File: src/rtl/u2af_pkg.sv
// shared types, constants and the latin-1 fold table for the utf-8 to ascii folder
package u2af_pkg;

   // request and response payloads
   typedef struct packed {
      logic [7:0] in_byte;
      logic       end_of_string;
   } req_type;

   typedef struct packed {
      logic [6:0] ascii_char;
      logic       char_valid;
      logic       run_last;
      logic       string_end;
   } rsp_type;

   // replacement text of up to three characters, chars[0] goes first
   typedef struct packed {
      logic [1:0]      len;
      logic [2:0][6:0] chars;
   } text_type;

   // one queued job: the characters a request leaves after the limit, and its end mark
   typedef struct packed {
      logic [2:0][6:0] chars;
      logic [1:0]      count;
      logic            last;
   } job_type;

   // queue status seen by front and back
   typedef struct packed {
      logic full;
      logic empty;
   } queue_status_type;

   localparam int unsigned QUEUE_DEPTH_DEFAULT = 4;
   localparam logic [7:0] MAX_OUT_RESET = 8'd127;

   localparam logic [7:0] LEAD_C3     = 8'hC3;
   localparam logic [7:0] LEAD_E2     = 8'hE2;
   localparam logic [7:0] CONT_80     = 8'h80;
   localparam logic [7:0] PUNCT_EN    = 8'h93;
   localparam logic [7:0] PUNCT_EM    = 8'h94;
   localparam logic [7:0] PUNCT_LSQ   = 8'h98;
   localparam logic [7:0] PUNCT_RSQ   = 8'h99;
   localparam logic [7:0] PUNCT_LDQ   = 8'h9C;
   localparam logic [7:0] PUNCT_RDQ   = 8'h9D;
   localparam logic [7:0] PUNCT_ELLIP = 8'hA6;

   localparam logic [6:0] CH_A      = 7'h41;
   localparam logic [6:0] CH_C      = 7'h43;
   localparam logic [6:0] CH_E      = 7'h45;
   localparam logic [6:0] CH_I      = 7'h49;
   localparam logic [6:0] CH_N      = 7'h4E;
   localparam logic [6:0] CH_O      = 7'h4F;
   localparam logic [6:0] CH_U      = 7'h55;
   localparam logic [6:0] CH_LOW_E  = 7'h65;
   localparam logic [6:0] CH_LOW_S  = 7'h73;
   localparam logic [6:0] CH_DASH   = 7'h2D;
   localparam logic [6:0] CH_APOS   = 7'h27;
   localparam logic [6:0] CH_QUOTE  = 7'h22;
   localparam logic [6:0] CH_DOT    = 7'h2E;
   localparam logic [6:0] CASE_STEP = 7'h20;

   function automatic text_type text_one(input logic [6:0] ch);
      text_type t;
      t          = '0;
      t.len      = 2'd1;
      t.chars[0] = ch;
      return t;
   endfunction

   function automatic text_type text_two(input logic [6:0] ch0, input logic [6:0] ch1);
      text_type t;
      t          = '0;
      t.len      = 2'd2;
      t.chars[0] = ch0;
      t.chars[1] = ch1;
      return t;
   endfunction

   // latin-1 code 0xC0 + code folded to ascii; lower half mirrors upper half, sharp s apart
   function automatic text_type fold_lookup(input logic [5:0] code);
      text_type   t;
      logic [6:0] off;
      off = code[5] ? CASE_STEP : 7'h00;
      t   = '0;
      unique case (code[4:0])
         5'd0, 5'd1, 5'd2, 5'd3, 5'd5: t = text_one(CH_A + off);
         5'd4:                          t = text_two(CH_A + off, CH_LOW_E);
         5'd7:                          t = text_one(CH_C + off);
         5'd8, 5'd9, 5'd10, 5'd11:      t = text_one(CH_E + off);
         5'd12, 5'd13, 5'd14, 5'd15:    t = text_one(CH_I + off);
         5'd17:                         t = text_one(CH_N + off);
         5'd18, 5'd19, 5'd20, 5'd21,
         5'd24:                         t = text_one(CH_O + off);
         5'd22:                         t = text_two(CH_O + off, CH_LOW_E);
         5'd25, 5'd26, 5'd27:           t = text_one(CH_U + off);
         5'd28:                         t = text_two(CH_U + off, CH_LOW_E);
         5'd31: begin
            // sharp s only; its lower-half twin folds to nothing
            if (!code[5]) begin
               t = text_two(CH_LOW_S, CH_LOW_S);
            end
         end
         default:                       t = '0;
      endcase
      return t;
   endfunction

endpackage

File: src/rtl/utf8_to_ascii_folder_top.sv
// top level of the utf-8 to ascii folder
//
// request channel (req_valid/req_ready/req_data): one utf-8 byte per request,
//   end_of_string set on the final byte of a string
// response channel (rsp_valid/rsp_ready/rsp_data): zero to three responses
//   per request; run_last marks the last one a request causes, string_end
//   the one that closes a string (sent empty if the last byte gives nothing)
// csr_we/csr_wdata: writes the per-string character limit, reset value 127
// path: a taken request is written into the job queue, and its first response
//   is then loaded from the queue head into the response register
// throughput: one response per cycle from the back end while rsp_ready
//   does not stall it, at most three per request; requests that give
//   nothing put no job in the queue
// the front end decodes and keeps taking requests while the job queue has
//   room; a stalled rsp_ready only holds the response register and lets the
//   queue fill, after which req_ready drops
// reset: synchronous, clears decode state, count, queue, response valid and
//   character index and sets the limit to 127
module utf8_to_ascii_folder_top
   import u2af_pkg::*;
#(
   parameter int unsigned QUEUE_DEPTH = QUEUE_DEPTH_DEFAULT
) (
   input  logic       clock,
   input  logic       reset,
   input  logic       req_valid,
   output logic       req_ready,
   input  req_type    req_data,
   output logic       rsp_valid,
   input  logic       rsp_ready,
   output rsp_type    rsp_data,
   input  logic       csr_we,
   input  logic [7:0] csr_wdata
);

   // job handoff between decoder and expander
   logic             push;
   job_type          push_job;
   logic             pop;
   job_type          head_job;
   queue_status_type q_status;

   // decoder: utf-8 state, limit register and running count
   u2af_front u_front (
      .clock     (clock),
      .reset     (reset),
      .req_valid (req_valid),
      .req_ready (req_ready),
      .req_data  (req_data),
      .csr_we    (csr_we),
      .csr_wdata (csr_wdata),
      .q_status  (q_status),
      .push      (push),
      .push_job  (push_job)
   );

   // decouples the two sides so each can stall on its own
   u2af_queue #(
      .DEPTH (QUEUE_DEPTH)
   ) u_queue (
      .clock    (clock),
      .reset    (reset),
      .push     (push),
      .push_job (push_job),
      .pop      (pop),
      .head_job (head_job),
      .q_status (q_status)
   );

   // expander: walks a job's characters into the response register
   u2af_back u_back (
      .clock     (clock),
      .reset     (reset),
      .head_job  (head_job),
      .q_status  (q_status),
      .pop       (pop),
      .rsp_valid (rsp_valid),
      .rsp_ready (rsp_ready),
      .rsp_data  (rsp_data)
   );

endmodule

File: src/rtl/u2af_front.sv
// front end: takes requests, decodes utf-8, applies the character limit
module u2af_front
   import u2af_pkg::*;
(
   input  logic             clock,
   input  logic             reset,
   input  logic             req_valid,
   output logic             req_ready,
   input  req_type          req_data,
   input  logic             csr_we,
   input  logic [7:0]       csr_wdata,
   input  queue_status_type q_status,
   output logic             push,
   output job_type          push_job
);

   typedef enum logic [2:0] {
      MODE_IDLE = 3'd0,
      MODE_C3   = 3'd1,
      MODE_E2   = 3'd2,
      MODE_E280 = 3'd3,
      MODE_SKIP = 3'd4
   } mode_type;

   mode_type   mode_ff, mode_in;
   logic [7:0] cw_ff, cw_in;
   logic [7:0] max_ff;

   logic       accept;
   logic       fresh;
   logic       is_cont;
   text_type   text;
   logic [7:0] room;
   logic [1:0] n_out;
   logic [7:0] b;

   assign b         = req_data.in_byte;
   assign is_cont   = (b[7:6] == 2'b10);
   assign req_ready = !q_status.full;
   assign accept    = req_valid && req_ready;

   always_comb begin
      text    = '0;
      mode_in = MODE_IDLE;
      fresh   = 1'b0;
      unique case (mode_ff)
         MODE_C3: text = fold_lookup(b[5:0]);
         MODE_E2: begin
            if (b == CONT_80) begin
               mode_in = MODE_E280;
            end else if (is_cont) begin
               mode_in = MODE_SKIP;
            end else begin
               fresh = 1'b1;
            end
         end
         MODE_E280: begin
            if (b == PUNCT_EN || b == PUNCT_EM) begin
               text = text_one(CH_DASH);
            end else if (b == PUNCT_LSQ || b == PUNCT_RSQ) begin
               text = text_one(CH_APOS);
            end else if (b == PUNCT_LDQ || b == PUNCT_RDQ) begin
               text = text_one(CH_QUOTE);
            end else if (b == PUNCT_ELLIP) begin
               text.len      = 2'd3;
               text.chars[0] = CH_DOT;
               text.chars[1] = CH_DOT;
               text.chars[2] = CH_DOT;
            end
         end
         MODE_SKIP: begin
            if (is_cont) begin
               mode_in = MODE_SKIP;
            end else begin
               fresh = 1'b1;
            end
         end
         default: fresh = 1'b1;
      endcase

      if (fresh) begin
         priority if (!b[7]) begin
            text = text_one(b[6:0]);
         end else if (b == LEAD_C3) begin
            mode_in = MODE_C3;
         end else if (b == LEAD_E2) begin
            mode_in = MODE_E2;
         end else begin
            mode_in = MODE_SKIP;
         end
      end

      if (req_data.end_of_string) begin
         mode_in = MODE_IDLE;
      end
   end

   // characters left under the limit; a replacement is cut to that
   assign room  = (cw_ff < max_ff) ? (max_ff - cw_ff) : 8'd0;
   assign n_out = (room < {6'd0, text.len}) ? room[1:0] : text.len;
   assign cw_in = req_data.end_of_string ? 8'd0 : (cw_ff + {6'd0, n_out});

   assign push           = accept && ((n_out != 2'd0) || req_data.end_of_string);
   assign push_job.chars = text.chars;
   assign push_job.count = n_out;
   assign push_job.last  = req_data.end_of_string;

   always_ff @(posedge clock) begin
      if (reset) begin
         mode_ff <= MODE_IDLE;
         cw_ff   <= 8'd0;
         max_ff  <= MAX_OUT_RESET;
      end else begin
         if (accept) begin
            mode_ff <= mode_in;
            cw_ff   <= cw_in;
         end
         if (csr_we) begin
            max_ff <= csr_wdata;
         end
      end
   end

endmodule

File: src/rtl/u2af_queue.sv
// short job queue between front and back
module u2af_queue
   import u2af_pkg::*;
#(
   parameter int unsigned DEPTH = QUEUE_DEPTH_DEFAULT
) (
   input  logic             clock,
   input  logic             reset,
   input  logic             push,
   input  job_type          push_job,
   input  logic             pop,
   output job_type          head_job,
   output queue_status_type q_status
);

   localparam int unsigned PTR_W = (DEPTH > 1) ? $clog2(DEPTH) : 1;
   localparam int unsigned CNT_W = $clog2(DEPTH + 1);

   job_type            slot_ff [DEPTH];
   logic [PTR_W-1:0]   wr_ptr_ff, rd_ptr_ff;
   logic [CNT_W-1:0]   count_ff;
   logic               do_push, do_pop;

   assign q_status.full  = (count_ff == CNT_W'(DEPTH));
   assign q_status.empty = (count_ff == '0);
   assign do_push        = push && !q_status.full;
   assign do_pop         = pop && !q_status.empty;
   assign head_job       = slot_ff[rd_ptr_ff];

   always_ff @(posedge clock) begin
      if (do_push) begin
         slot_ff[wr_ptr_ff] <= push_job;
      end
   end

   always_ff @(posedge clock) begin
      if (reset) begin
         wr_ptr_ff <= '0;
         rd_ptr_ff <= '0;
         count_ff  <= '0;
      end else begin
         if (do_push) begin
            wr_ptr_ff <= (wr_ptr_ff == PTR_W'(DEPTH - 1)) ? '0 : (wr_ptr_ff + 1'b1);
         end
         if (do_pop) begin
            rd_ptr_ff <= (rd_ptr_ff == PTR_W'(DEPTH - 1)) ? '0 : (rd_ptr_ff + 1'b1);
         end
         if (do_push && !do_pop) begin
            count_ff <= count_ff + 1'b1;
         end else if (do_pop && !do_push) begin
            count_ff <= count_ff - 1'b1;
         end
      end
   end

endmodule

File: src/rtl/u2af_back.sv
// back end: expands queued jobs into one response per cycle unless rsp_ready stalls it
module u2af_back
   import u2af_pkg::*;
(
   input  logic             clock,
   input  logic             reset,
   input  job_type          head_job,
   input  queue_status_type q_status,
   output logic             pop,
   output logic             rsp_valid,
   input  logic             rsp_ready,
   output rsp_type          rsp_data
);

   logic       rsp_valid_ff;
   rsp_type    rsp_ff, rsp_in;
   logic [1:0] idx_ff;
   logic       load;
   logic       take;
   logic       at_end;

   assign load   = !rsp_valid_ff || rsp_ready;
   assign take   = load && !q_status.empty;
   assign at_end = (head_job.count == 2'd0) || (idx_ff == head_job.count - 2'd1);
   assign pop    = take && at_end;

   always_comb begin
      rsp_in = '0;
      if (head_job.count == 2'd0) begin
         // string closed with no character left: empty closing response
         rsp_in.run_last   = 1'b1;
         rsp_in.string_end = 1'b1;
      end else begin
         rsp_in.ascii_char = head_job.chars[idx_ff];
         rsp_in.char_valid = 1'b1;
         rsp_in.run_last   = at_end;
         rsp_in.string_end = at_end && head_job.last;
      end
   end

   always_ff @(posedge clock) begin
      if (take) begin
         rsp_ff <= rsp_in;
      end
   end

   always_ff @(posedge clock) begin
      if (reset) begin
         rsp_valid_ff <= 1'b0;
         idx_ff       <= 2'd0;
      end else begin
         if (load) begin
            rsp_valid_ff <= !q_status.empty;
         end
         if (take) begin
            idx_ff <= at_end ? 2'd0 : (idx_ff + 2'd1);
         end
      end
   end

   assign rsp_valid = rsp_valid_ff;
   assign rsp_data  = rsp_ff;

endmodule

File: config.mk
export PLATFORM = sky130hd
export DESIGN_NAME = utf8_to_ascii_folder_top
export DESIGN_NICKNAME = d
export VERILOG_FILES = /design/src/rtl/u2af_pkg.sv /design/src/rtl/utf8_to_ascii_folder_top.sv /design/src/rtl/u2af_front.sv /design/src/rtl/u2af_queue.sv /design/src/rtl/u2af_back.sv
export SDC_FILE = /design/constraint.sdc
export NUM_CORES = 1
export LEC_CHECK = 0
export BUFFER_PORTS_ARGS = -buffer_cell sky130_fd_sc_hd__buf_2
export CORE_ASPECT_RATIO = 0.8
export CORE_UTILIZATION = 45
export CTS_BUF_LIST = sky130_fd_sc_hd__clkbuf_8 sky130_fd_sc_hd__clkbuf_16
export DETAILED_ROUTE_END_ITERATION = 10
export PLACE_DENSITY = 0.63
export SKIP_LAST_GASP = 1
export SLEW_MARGIN = 10
export SYNTH_ARGS = -nofsm -noshare
export SYNTH_HDL_FRONTEND = slang
export SYNTH_SLANG_ARGS = --single-unit
File: constraint.sdc
create_clock -name clock -period 9.9 [get_ports clock]
set_input_delay 0.99 -clock clock [delete_from_list [all_inputs] [get_ports clock]]
set_output_delay 0.99 -clock clock [all_outputs]
set_load 0.01 [all_outputs]
After elaboration in Yosys (flattened, before gate mapping)
Memory sizes are Yosys's and may differ from the RTL's. A register that Yosys moved wholly into a read port is not among the register bits.
Cells that the tools add are included.
{"block": "op_classes", "magnitude_cmp": 3, "n_reduce_logical": 31, "n_mux": 36, "n_eq_ne": 45, "n_addsub": 15}
{"operator": "case mux 23 bit (11 select lines)", "count": 1}
{"operator": "two-way mux 23 bit", "count": 7}
{"operator": "equality test 8 bit, second input constant", "count": 10}
{"operator": "equality test 5 bit, second input constant", "count": 12}
{"operator": "adder 7 bit, first input constant", "count": 7}
{"operator": "case mux 23 bit (2 select lines)", "count": 1}
{"operator": "equality test 5 x 4 -> 1 bit, second input constant", "count": 8}
{"operator": "two-way mux 3 bit", "count": 9}
{"operator": "two-way mux 8 bit", "count": 2}
{"operator": "equality test 5 x 3 -> 1 bit, second input constant", "count": 3}
{"operator": "binary-select mux 7 bit (select 2 bit)", "count": 1}
{"operator": "two-way mux 2 bit", "count": 6}
{"operator": "equality test 5 x 2 -> 1 bit, second input constant", "count": 2}
{"operator": "OR reduction 5 bit", "count": 2}
{"operator": "logical AND 1 bit", "count": 9}
{"operator": "adder 8 x 2 -> 8 bit", "count": 1}
{"operator": "less-than comparator 8 x 2 -> 1 bit", "count": 1}
{"operator": "less-than comparator 8 bit", "count": 1}
{"operator": "OR reduction 4 bit", "count": 2}
{"operator": "subtractor 8 bit", "count": 1}
{"operator": "two-way mux 7 bit", "count": 1}
{"operator": "adder 2 x 1 -> 2 bit, second input constant", "count": 3}
{"operator": "equality test 2 bit, second input constant", "count": 3}
{"operator": "equality test 3 x 2 -> 1 bit, second input constant", "count": 2}
{"operator": "20 further kinds", "count": 35}
{"block": "totals", "memories": 1, "elab_cells": 143, "output_inout_bits": 12, "in_bits": 22, "reg_bits": 39, "ram_bits": 96}
{"memory": "u_queue.slot_ff", "words": 4, "width": 24, "read_ports": 1, "rd_ports_with_merged_regs": 1, "wr": 1, "line": "u2af_queue.sv:19", "rtl": "job_type slot_ff [DEPTH];"}

Logic depth before layout (Yosys ltp)
Gate-level depths: netlist (run 1).
{"block": "depth", "depth_word": 18, "ltp_mapped": 17, "ltp_nobuf": 17}

Modules after synthesis
A second synthesis (run 1) with hierarchy kept.
{"block": "unflattened", "cells_unflattened": 542, "area_unflattened_um2": 6762.7}
{"module": "u2af_queue", "cells_each": 176, "area_per_inst_um2": 3952.5, "instances": 1, "seq_area_each_um2": 3062.9}
{"module": "u2af_front", "cells_each": 298, "area_per_inst_um2": 2134.5, "instances": 1, "seq_area_each_um2": 380.4}
{"module": "u2af_back", "cells_each": 68, "area_per_inst_um2": 675.6, "instances": 1, "seq_area_each_um2": 360.3}

Least setup slack after synthesis (run 1)
No wires, ideal clock.
{"block": "synth_timing", "path_kind": "input -> register", "from": "input req_data[1] (netlist bit)", "to": "register u_queue.count_ff[2]", "path_stages": 14, "path_slack_ns": 5.825, "setup_ns": 0.070, "path_buffers": 1, "arrival_ns": 4.005, "t_required_ns": 9.830, "cell_sequence": "buf_2 -> or3b_1 -> or3_4 -> and3_4 -> a211o_1 -> a32oi_4 -> a31oi_4 -> nor2_1 -> ha_1 -> inv_1 -> fa_1 -> xor2_1 -> or3_1 -> a21oi_1"}
{"block": "synth_between", "elab_chain_cells": 17, "word_cells_on_any_way": 64, "cone_classes": "order compare: 1; eq/ne: 34; mux: 12; reduce/logical: 17"}
{"element": "from (decl)", "line": "utf8_to_ascii_folder_top.sv:28", "rtl": "input req_type req_data,"}
{"element": "equality test 8 bit (on tied branches)", "line": "u2af_front.sv:64, u2af_front.sv:62"}
{"element": "two-way mux 23 bit / logical OR 1 bit (equally long branches)", "line": "u2af_front.sv:64, u2af_front.sv:62"}
{"element": "two-way mux 23 bit", "line": "u2af_front.sv:62", "rtl": "end else if (b == PUNCT_LDQ || b == PUNCT_RDQ) begin"}
{"element": "two-way mux 23 bit", "line": "u2af_front.sv:60", "rtl": "end else if (b == PUNCT_LSQ || b == PUNCT_RSQ) begin"}
{"element": "two-way mux 23 bit", "line": "u2af_front.sv:58", "rtl": "if (b == PUNCT_EN || b == PUNCT_EM) begin"}
{"element": "case mux 23 bit (2 select lines)", "line": "u2af_front.sv:46", "rtl": "unique case (mode_ff)"}
{"element": "two-way mux 23 bit", "line": "u2af_front.sv:82", "rtl": "priority if (!b[7]) begin"}
{"element": "two-way mux 23 bit (*)", "line": "u2af_front.sv:81", "rtl": "if (fresh) begin"}
{"element": "(+2 left out)"}
{"element": "nonzero test 2 bit (*)", "line": "u2af_front.sv:103", "rtl": "assign push = accept && ((n_out != 2'd0) || req_data.end_of_string);"}
{"element": "logical OR 1 bit (*)", "line": "u2af_front.sv:103"}
{"element": "logical AND 1 bit (*)", "line": "u2af_front.sv:103"}
{"element": "logical AND 1 bit (*)", "line": "u2af_queue.sv:26", "rtl": "assign do_push = push && !q_status.full;"}
{"element": "net u_queue.do_push", "line": "u2af_queue.sv:22", "rtl": "logic do_push, do_pop;"}
{"element": "zero test 1 bit", "line": "u2af_queue.sv:50", "rtl": "end else if (do_pop && !do_push) begin"}
{"element": "logical AND 1 bit", "line": "u2af_queue.sv:50"}
{"element": "nonzero test 2 bit (no line)"}
{"element": "to (signal assigned)", "line": "u2af_queue.sv:49", "rtl": "count_ff <= count_ff + 1'b1;"}
{"element": "to (signal assigned)", "line": "u2af_queue.sv:51", "rtl": "count_ff <= count_ff - 1'b1;"}
{"element": "to (decl)", "line": "u2af_queue.sv:21", "rtl": "logic [CNT_W-1:0] count_ff;"}
The timed path passes the listed nets; every way through them passes the cells marked *.
A chain may end at the register's enable or synchronous reset.

Worst setup path after layout (run 1)
{"block": "layout_timing", "from": "input req_data[4] (netlist bit)", "to": "register u_queue.count_ff[2]"}
Same word-level chain as after synthesis.

==> results of run 1 <==
stage by stage:
stage          setup slack (ns)  instances  util [%]
2_1_floorplan              5.82        490         -
3_3_place_gp               5.42        651      48.2
3_5_place_dp               5.28        651      48.2
4_1_cts                    5.65        667      50.8
5_1_grt                    5.39        667      50.8
6_report                   5.65        667      50.8
power groups by stage:
stage	clock (uW)	combinational (uW)	sequential, uW
2_1_floorplan	0	261	594
3_3_place_gp	0	341	597
3_5_place_dp	0	350	599
4_1_cts	382	352	589
5_1_grt	399	387	596
6_report	374	347	587
cells in the final DEF, fill, tap and decap left out, types with 4 or more instances in the layout:
cell / instances
nand3_1: 8
nor2b_1: 7
a21o_1: 5
nor4_1: 4
nor2_1: 34
nand3b_1: 8
xnor2_1: 7
nand2_1: 35
o21a_1: 7
o31ai_1: 5
nor3_1: 14
a21oi_1: 29
nor3b_2: 4
buf_4: 5
clkbuf_16: 10
o21ai_0: 17
edfxtp_1: 74
and3_1: 7
or3_1: 7
dfxtp_1: 31
ha_1: 17
mux4_2: 16
mux2i_1: 15
inv_1: 32
buf_2: 33
nand4_1: 6
nand2b_1: 7
synth_stat cells (all sizes together) (4+ instances only):
| cell | n | share of area [%] |
|---|---|---|
| edfxtp | 74 | 40 |
| nand2 | 35 | 2.3 |
| nor2 | 34 | 2.3 |
| inv | 32 | 2.1 |
| dfxtp | 31 | 11 |
| a21oi | 30 | 2.7 |
| clkbuf | 18 | 1.2 |
| o21ai | 18 | 1.6 |
| ha | 17 | 3.8 |
| mux4 | 16 | 6.4 |
| mux2i | 15 | 2.7 |
| nor3 | 14 | 1.3 |
| buf | 11 | 1.1 |
| and3 | 8 | 0.98 |
| nand3 | 8 | 0.72 |
| nand3b | 8 | 1.1 |
| or3 | 8 | 0.98 |
| nand2b | 7 | 0.78 |
| nor2b | 7 | 0.78 |
| o21a | 7 | 0.94 |
| xnor2 | 7 | 1.1 |
| nand4 | 6 | 0.67 |
| nor3b | 6 | 1.2 |
| a21o | 5 | 0.67 |
| o31ai | 5 | 0.67 |
| a211oi | 4 | 0.76 |
| nor4 | 4 | 0.45 |
| o311ai | 4 | 0.63 |
registers in the layout (all words and copies together) (netlist names), named ones only:
signal and cells:
u_queue.count_ff 3, u_back.rsp_data 10, u_back.rsp_valid 1, u_queue.slot_ff 64, u_back.idx_ff 2, u_front.mode_ff 3, u_front.cw_ff 8, u_queue.rd_ptr_ff 2
u_queue.wr_ptr_ff 2, u_front.max_ff 8
worst max-delay path by stage:
stage                           start                  end  slack [ns]  depth (start not counted)
final                     req_data[4]  u_queue.count_ff[2]        5.65                         14
after global routing      req_data[4]     u_front.cw_ff[7]        5.39                         12
after CTS                 req_data[4]  u_queue.count_ff[2]        5.65                         14
after detailed placement  req_data[4]  u_queue.count_ff[2]        5.28                         14
after global placement    req_data[4]     u_front.cw_ff[7]        5.42                         12
after floorplan           req_data[1]  u_queue.count_ff[2]        5.82                         14
worst max-delay path: stages:
cell and delay [ns]:
buf_2 0.25, or3b_1 0.49, or4_1 0.47, and3_4 0.22, a211o_1 0.32, a32oi_4 0.27, a31oi_4 0.10, nor2_1 0.14
ha_1 0.20, inv_1 0.06, fa_1 0.37, xor2_1 0.18, or3_1 0.31, a21oi_1 0.16
cell families after synthesis:
family,after synthesis
XOR/XNOR,10
flip-flops,105
AO/OA/AOI/OAI,106
adder cells (fa/ha/maj),20
buffers and inverters,61
AND/OR/NAND/NOR,157
multiplexers,31
layout make-up:
| cell class | count | share of cell area [%] |
|---|---|---|
| flip-flops and latches | 105 | 46.0 |
| clock inverters | 6 | 1.15 |
| repair buffers | 38 | 3.28 |
| clock buffers | 10 | 4.05 |
| multi-input cells | 324 | 40.5 |
| well taps | 152 | 3.08 |
| inverters | 32 | 1.94 |
routing by layer:
metal | track usage (%) | share of wire, % | vias to the layer above
li1 | - | - | 1870
met4 | 5.13 | 1.2 | 0
met5 | 0 | 0 | -
met1 | 26.3 | 50 | 1878
met2 | 28.6 | 45 | 91
met3 | 3.65 | 3.8 | 12
==> reports/results.txt, run 1 <==
post-CTS setup buffer count: 0
Worst VDD drop: 0.0925 mV
WHS Path Cells: 2
Final Hold Vio Count: 0
WHS Endpoint: u_back.rsp_valid
synthesized area per cell: 11.4 um^2
Period minus WS final: 4.25 ns
number of max-cap violations: 0
Overall Global Routing Usage: 18.4%
via count: 3851
GRT overflow: 0
PnR Total Power: 1310 uW
adder-cell share of the synthesized area: 4.87%
DRC Markers: 0
Max Clock Freq: 0.235 GHz
Pleak: 0.00226 uW
DR iter-0 viols: 295
CTS root buf: clkbuf_16
antenna-violating nets left: 0
Worst R2R End: u_queue.count_ff[2]
First-pass DRT Iterations: 5
multi-input combinational cell area: 0.00251 mm^2
cell-internal power: 922 uW
Net Switching: 387 uW
Setup-failing EPs final: 0
initial core utilization: 46.0%
htree depth: 3
CTS sink cnt: 105
CTS buffer count: 9
row cnt: 36
outcome: complete, no violations
Ports: 34
hold path startpoint: u_back.rsp_valid
Layout area overhead: 10.5%
Inserted Diodes: 0
Die ar.: 0.0129 mm^2
Synth Register Bits: 105
RSZ-0062 raised after global routing: false
PwrDens: 212 mW/mm^2
final instance area: 0.00618 mm^2
critical path endpoint category: flip-flop
hold_buf cts: 0
CP Max Fanout: 29
Setup Skew: 0.00657 ns
CORE AREA: 0.0122 mm^2
Routed WL per cell: 16.8 um
largest family of logic cells by synthesized area: simple AND/OR/NAND/NOR gates
share of power burned in combinational logic: 26.6%
Die Ht: 102 um
R2R cell count: 16
Worst-Skew Late Latency: 0.34 ns
deepest clock path buffer count: 2
Async SR Flop Fraction: 0%
Syn. warnings: 0
final WL: 11200 um
crit share post-route: 43.0%
setup TNS: 0 ns
Netlist Area Pre-Place: 0.00560 mm^2
Simple-Gate Fraction of Synth Area: 15.2%
Clk network pwr share: 28.6%
CTS tree: built
Slew HR: 47.8%
Critical Path Source Type: input pin
data required time of the worst path: 10.17 ns
DR vias/cell: 5.77
vias in the first global route: 3601
Unique masters post-synth: 70
pin count of the biggest net entering global routing: 30
Post-Synth XOR/XNOR Area: 1.56%
Arrival @ worst endpoint: 4.52 ns
Synth Area in Compound Gates: 14.0%
CTS clock-pin slew for the worst setup and hold paths: 0.07 ns
switching share of power: 29.5%
placed cell areas: 0.00586 mm^2
CP Class: input pin to flip-flop
max-slew violations: 0
Post-Syn Nets: 532
FF/Latch Area: 0.00284 mm^2
Seq pwr share: 44.9%
filler instances: 1099
Post-Synthesis Cells: 490
first-pass GRT wire length: 18100 um
Seq/Total Area, Yosys: 50.8%
Port Buffer Count: 33
Hold WS: 0.465 ns
initial antenna violation count: 0
EDFF count, synth: 74
post-CTS resize count: 0
Hold Path Class: flip-flop to flip-flop
DPL Wire Length: 8210 um
Slew @ Worst Pin: 0.782 ns
mux cell area share after synthesis: 9.12%
Routability Congestion: 0.863
reg2reg setup slack: 5.83 ns
R2R Path Start: u_front.cw_ff[0]
NumNets Final: 552
ys flop type: edfxtp_1
Die W: 127 um
share of cells above drive strength 1: 17.1%
(Power assumes the default switching activity.)
==> inputs of run 2 (changes only) <==
--- a/config.mk
+++ b/config.mk
@@ -10,7 +10,7 @@
 export CORE_UTILIZATION = 45
 export CTS_BUF_LIST = sky130_fd_sc_hd__clkbuf_8 sky130_fd_sc_hd__clkbuf_16
 export DETAILED_ROUTE_END_ITERATION = 10
-export PLACE_DENSITY = 0.63
+export PLACE_DENSITY = 0.65
 export SKIP_LAST_GASP = 1
 export SLEW_MARGIN = 10
 export SYNTH_ARGS = -nofsm -noshare
==> constraint.sdc (replaced) <==
create_clock -name clock -period 3.8 [get_ports clock]
set_input_delay 0.38 -clock clock [delete_from_list [all_inputs] [get_ports clock]]
set_output_delay 0.38 -clock clock [all_outputs]
set_load 0.01 [all_outputs]
==> run 2 against run 1 <==
Sequential power grew to 2.6 times the previous value. Sequential share of layout area shrank 2.2 points. Flip-flop and latch count is the same. Critical path depth grew 2. Routed wire length grew 7.1%. Die area is the same. Count of clock-buffer cells in the layout is the same. First-iteration DRC count shrank 16%. Cell count grew 4.6%. Critical path type is now flip-flop to flip-flop. Largest cell class unchanged. Highest routed layer unchanged.
==> reports/results.txt, run 2 (synthesis results as in run 1) <==
Worst-Skew Late Latency: 0.35 ns (about the same)
Seq pwr share: 44.7% (-0.2 points)
CP top delay family: adder cells
setup TNS: 0 ns (unchanged)
fin cells: 698 (+4.6%)
crit share post-route: 97.4%
Final Hold Vio Count: 0 (unchanged)
PwrDens: 525 mW/mm^2 (+150%)
vias in the first global route: 3715 (+3.2%)
Net Switching: 1040 uW (+170%)
Die W: 127 um (unchanged)
leading cell types in the layout, fill and taps excluded: edfxtp_1, nand2_1, buf_4
FF/Latch Area: 0.00285 mm^2 (+0.18%)
share of power burned in combinational logic: 29.8% (+3.2 points)
slowest library cell on the worst path: or4_4
CP Buf/Inv Count: 2 (unchanged)
Period minus WS final: 3.70 ns
R2R Path Start: u_front.cw_ff[0]
row cnt: 36 (unchanged)
Arrival @ worst endpoint: 3.98 ns (-0.54 ns)
R2R cell count: 16 (unchanged)
critical path endpoint category: flip-flop
Worst R2R End: u_queue.count_ff[2]
CTS clock-pin slew for the worst setup and hold paths: 0.07 ns (about the same)
outcome: complete, no violations
Routability Congestion: 0.872 (+1.0%)
Ports: 34 (unchanged)
CTS buffer count: 9 (unchanged)
filler instances: 1037 (-5.6%)
NumNets Final: 583 (+5.6%)
DPL Wire Length: 8600 um (+4.8%)
CP Class: flip-flop to flip-flop
deepest clock path buffer count: 2 (unchanged)
CTS sink cnt: 105 (unchanged)
initial core utilization: 46.0% (unchanged)
multi-input combinational cell area: 0.00263 mm^2 (+4.8%)
Overall Global Routing Usage: 19.3% (+0.90 points)
CORE AREA: 0.0122 mm^2 (unchanged)
Inserted Diodes: 0 (unchanged)
WHS Path Cells: 3 (+1)
DR iter-0 viols: 248 (-16%)
first-pass GRT wire length: 19000 um (+5.1%)
CTS tree: built
final instance area: 0.00650 mm^2 (+5.2%)
Final Core Density: 53.5% (+2.6 points)
Setup Skew: 0.00799 ns (+0.00143 ns)
Die Ht: 102 um (unchanged)
data required time of the worst path: 4.08 ns (-6.09 ns)
antenna-violating nets left: 0 (unchanged)
RSZ-0062 raised after global routing: true
Slew @ Worst Pin: 0.747 ns (-0.0344 ns)
CP cell instances: ha_4, inv_1, fa_2, a21oi_2, nor2_2, or4_4, a211oi_4, a41o_1, a31oi_4, nor2_4, ha_4, inv_2, fa_2, xor2_2, or3_4, a21oi_2
most common cell after layout, fill and taps aside: edfxtp_1
Layout area overhead: 16.2%
Largest register FFs: 64 (unchanged)
Max Clock Freq: 0.270 GHz
Critical Path Source Type: flip-flop
via count: 4017 (+4.3%)
Biggest register: u_queue.slot_ff
Setup-failing EPs final: 0 (unchanged)
Hold Path Class: input pin to flip-flop
WHS Endpoint: u_front.max_ff[4]
Port Buffer Count: 33 (unchanged)
Slew HR: 49.8% (+2.0 points)
cell-internal power: 2370 uW (+160%)
final WL: 12000 um (+7.1%)
max-slew violations: 0 (unchanged)
pin count of the biggest net entering global routing: 29 (-3.3%)
Worst VDD drop: 0.280 mV (+200%)
CTS root buf: clkbuf_16
DRC Markers: 0 (unchanged)
First-pass DRT Iterations: 4 (-1)
Critical Path Max Stage Delay: 0.43 ns (-0.06 ns)
placed cell areas: 0.00604 mm^2 (+3.1%)
number of max-cap violations: 0 (unchanged)
placed insts: 675 (+3.7%)
reg2reg setup slack: 0.1 ns (-5.73 ns)
GRT overflow: 0 (unchanged)
Routed WL per cell: 17.2 um (+2.3%)
share of cells above drive strength 1: 25.5% (+8.4 points)
hold_buf cts: 0 (unchanged)
Clk network pwr share: 25.5% (-3.1 points)
Die ar.: 0.0129 mm^2 (unchanged)
DR vias/cell: 5.76 (-0.32%)
switching share of power: 30.5% (+0.96 points)
hold path startpoint: csr_wdata[4]
htree depth: 3 (unchanged)
CP Max Fanout: 3 (-90%)
initial antenna violation count: 0 (unchanged)
Pleak: 0.00241 uW (+6.7%)
==> run 2: changes by cell type in the layout (fill, tap and decap cells not counted), sizes merged <==
| cell | change |
|---|---|
| buf | +31 |
| clkinv | +3 |
| inv | -2 |
| bufinv | -1 |
==> run 2: worst max-delay path by stage <==
stage,cells past startpoint,startpoint,endpoint
2_1_floorplan,17,u_front.max_ff[0],u_queue.count_ff[2]
3_3_place_gp,17,u_front.max_ff[0],u_queue.count_ff[2]
3_5_place_dp,16,u_front.cw_ff[0],u_queue.count_ff[2]
4_1_cts,16,u_front.cw_ff[0],u_queue.count_ff[2]
5_1_grt,15,u_front.cw_ff[4],u_queue.count_ff[2]
6_report,16,u_front.cw_ff[0],u_queue.count_ff[2]
==> run 2: final cells by class <==
class / instances / share of cell area, %
sequential: 105 / 43.8
inverter: 32 / 1.85
tap: 152 / 2.92
clock buffer: 10 / 3.67
multi-input combinational: 324 / 40.4
clock inverter: 6 / 0.635
timing repair buffer: 69 / 6.75
==> run 2: repair_timing <==
item                       CTS  global route
buffers inserted             3             4
cloned                       0             0
gates resized for setup      0            30
pin swaps                    2            14
setup endpoints to repair    1             6
==> run 2: stage by stage <==
stage | setup WS (ns) | hold slack, ns | power, uW
global placement | 0.0966 | 0.454 | 2480
global route | -0.0239 | 0.247 | 3600
finish | 0.0973 | 0.249 | 3420
CTS | 0.0193 | 0.242 | 3370
detailed placement | -0.0623 | 0.472 | 2510
floorplan | 0.134 | 0.449 | 2230
==> run 2: worst register-to-register path: stages (launching register included) <==
cell and delay, ns:
dfxtp_4 0.37, ha_4 0.14, inv_1 0.05, fa_2 0.38
a21oi_2 0.16, nor2_2 0.06, or4_4 0.43, a211oi_4 0.29
a41o_1 0.31, a31oi_4 0.12, nor2_4 0.14, ha_4 0.15
inv_2 0.04, fa_2 0.37, xor2_2 0.16, or3_4 0.36
a21oi_2 0.12
==> run 2: per-layer routing <==
layer / track usage [%] / share of wire [%] / vias to the layer above
met1: 27.2 / 49 / 1996
met5: 0 / 0 / -
li1: - / - / 1936
met3: 4.33 / 3.6 / 6
met2: 30.7 / 47 / 79
met4: 4.21 / 0.77 / 0
==> run 2: power by group through the flow <==
stage	logic [uW]	clock network (uW)	registers, uW
global route	1130	927	1550
floorplan	679	0	1550
detailed placement	952	0	1550
finish	1020	871	1530
global placement	929	0	1550
CTS	957	887	1530
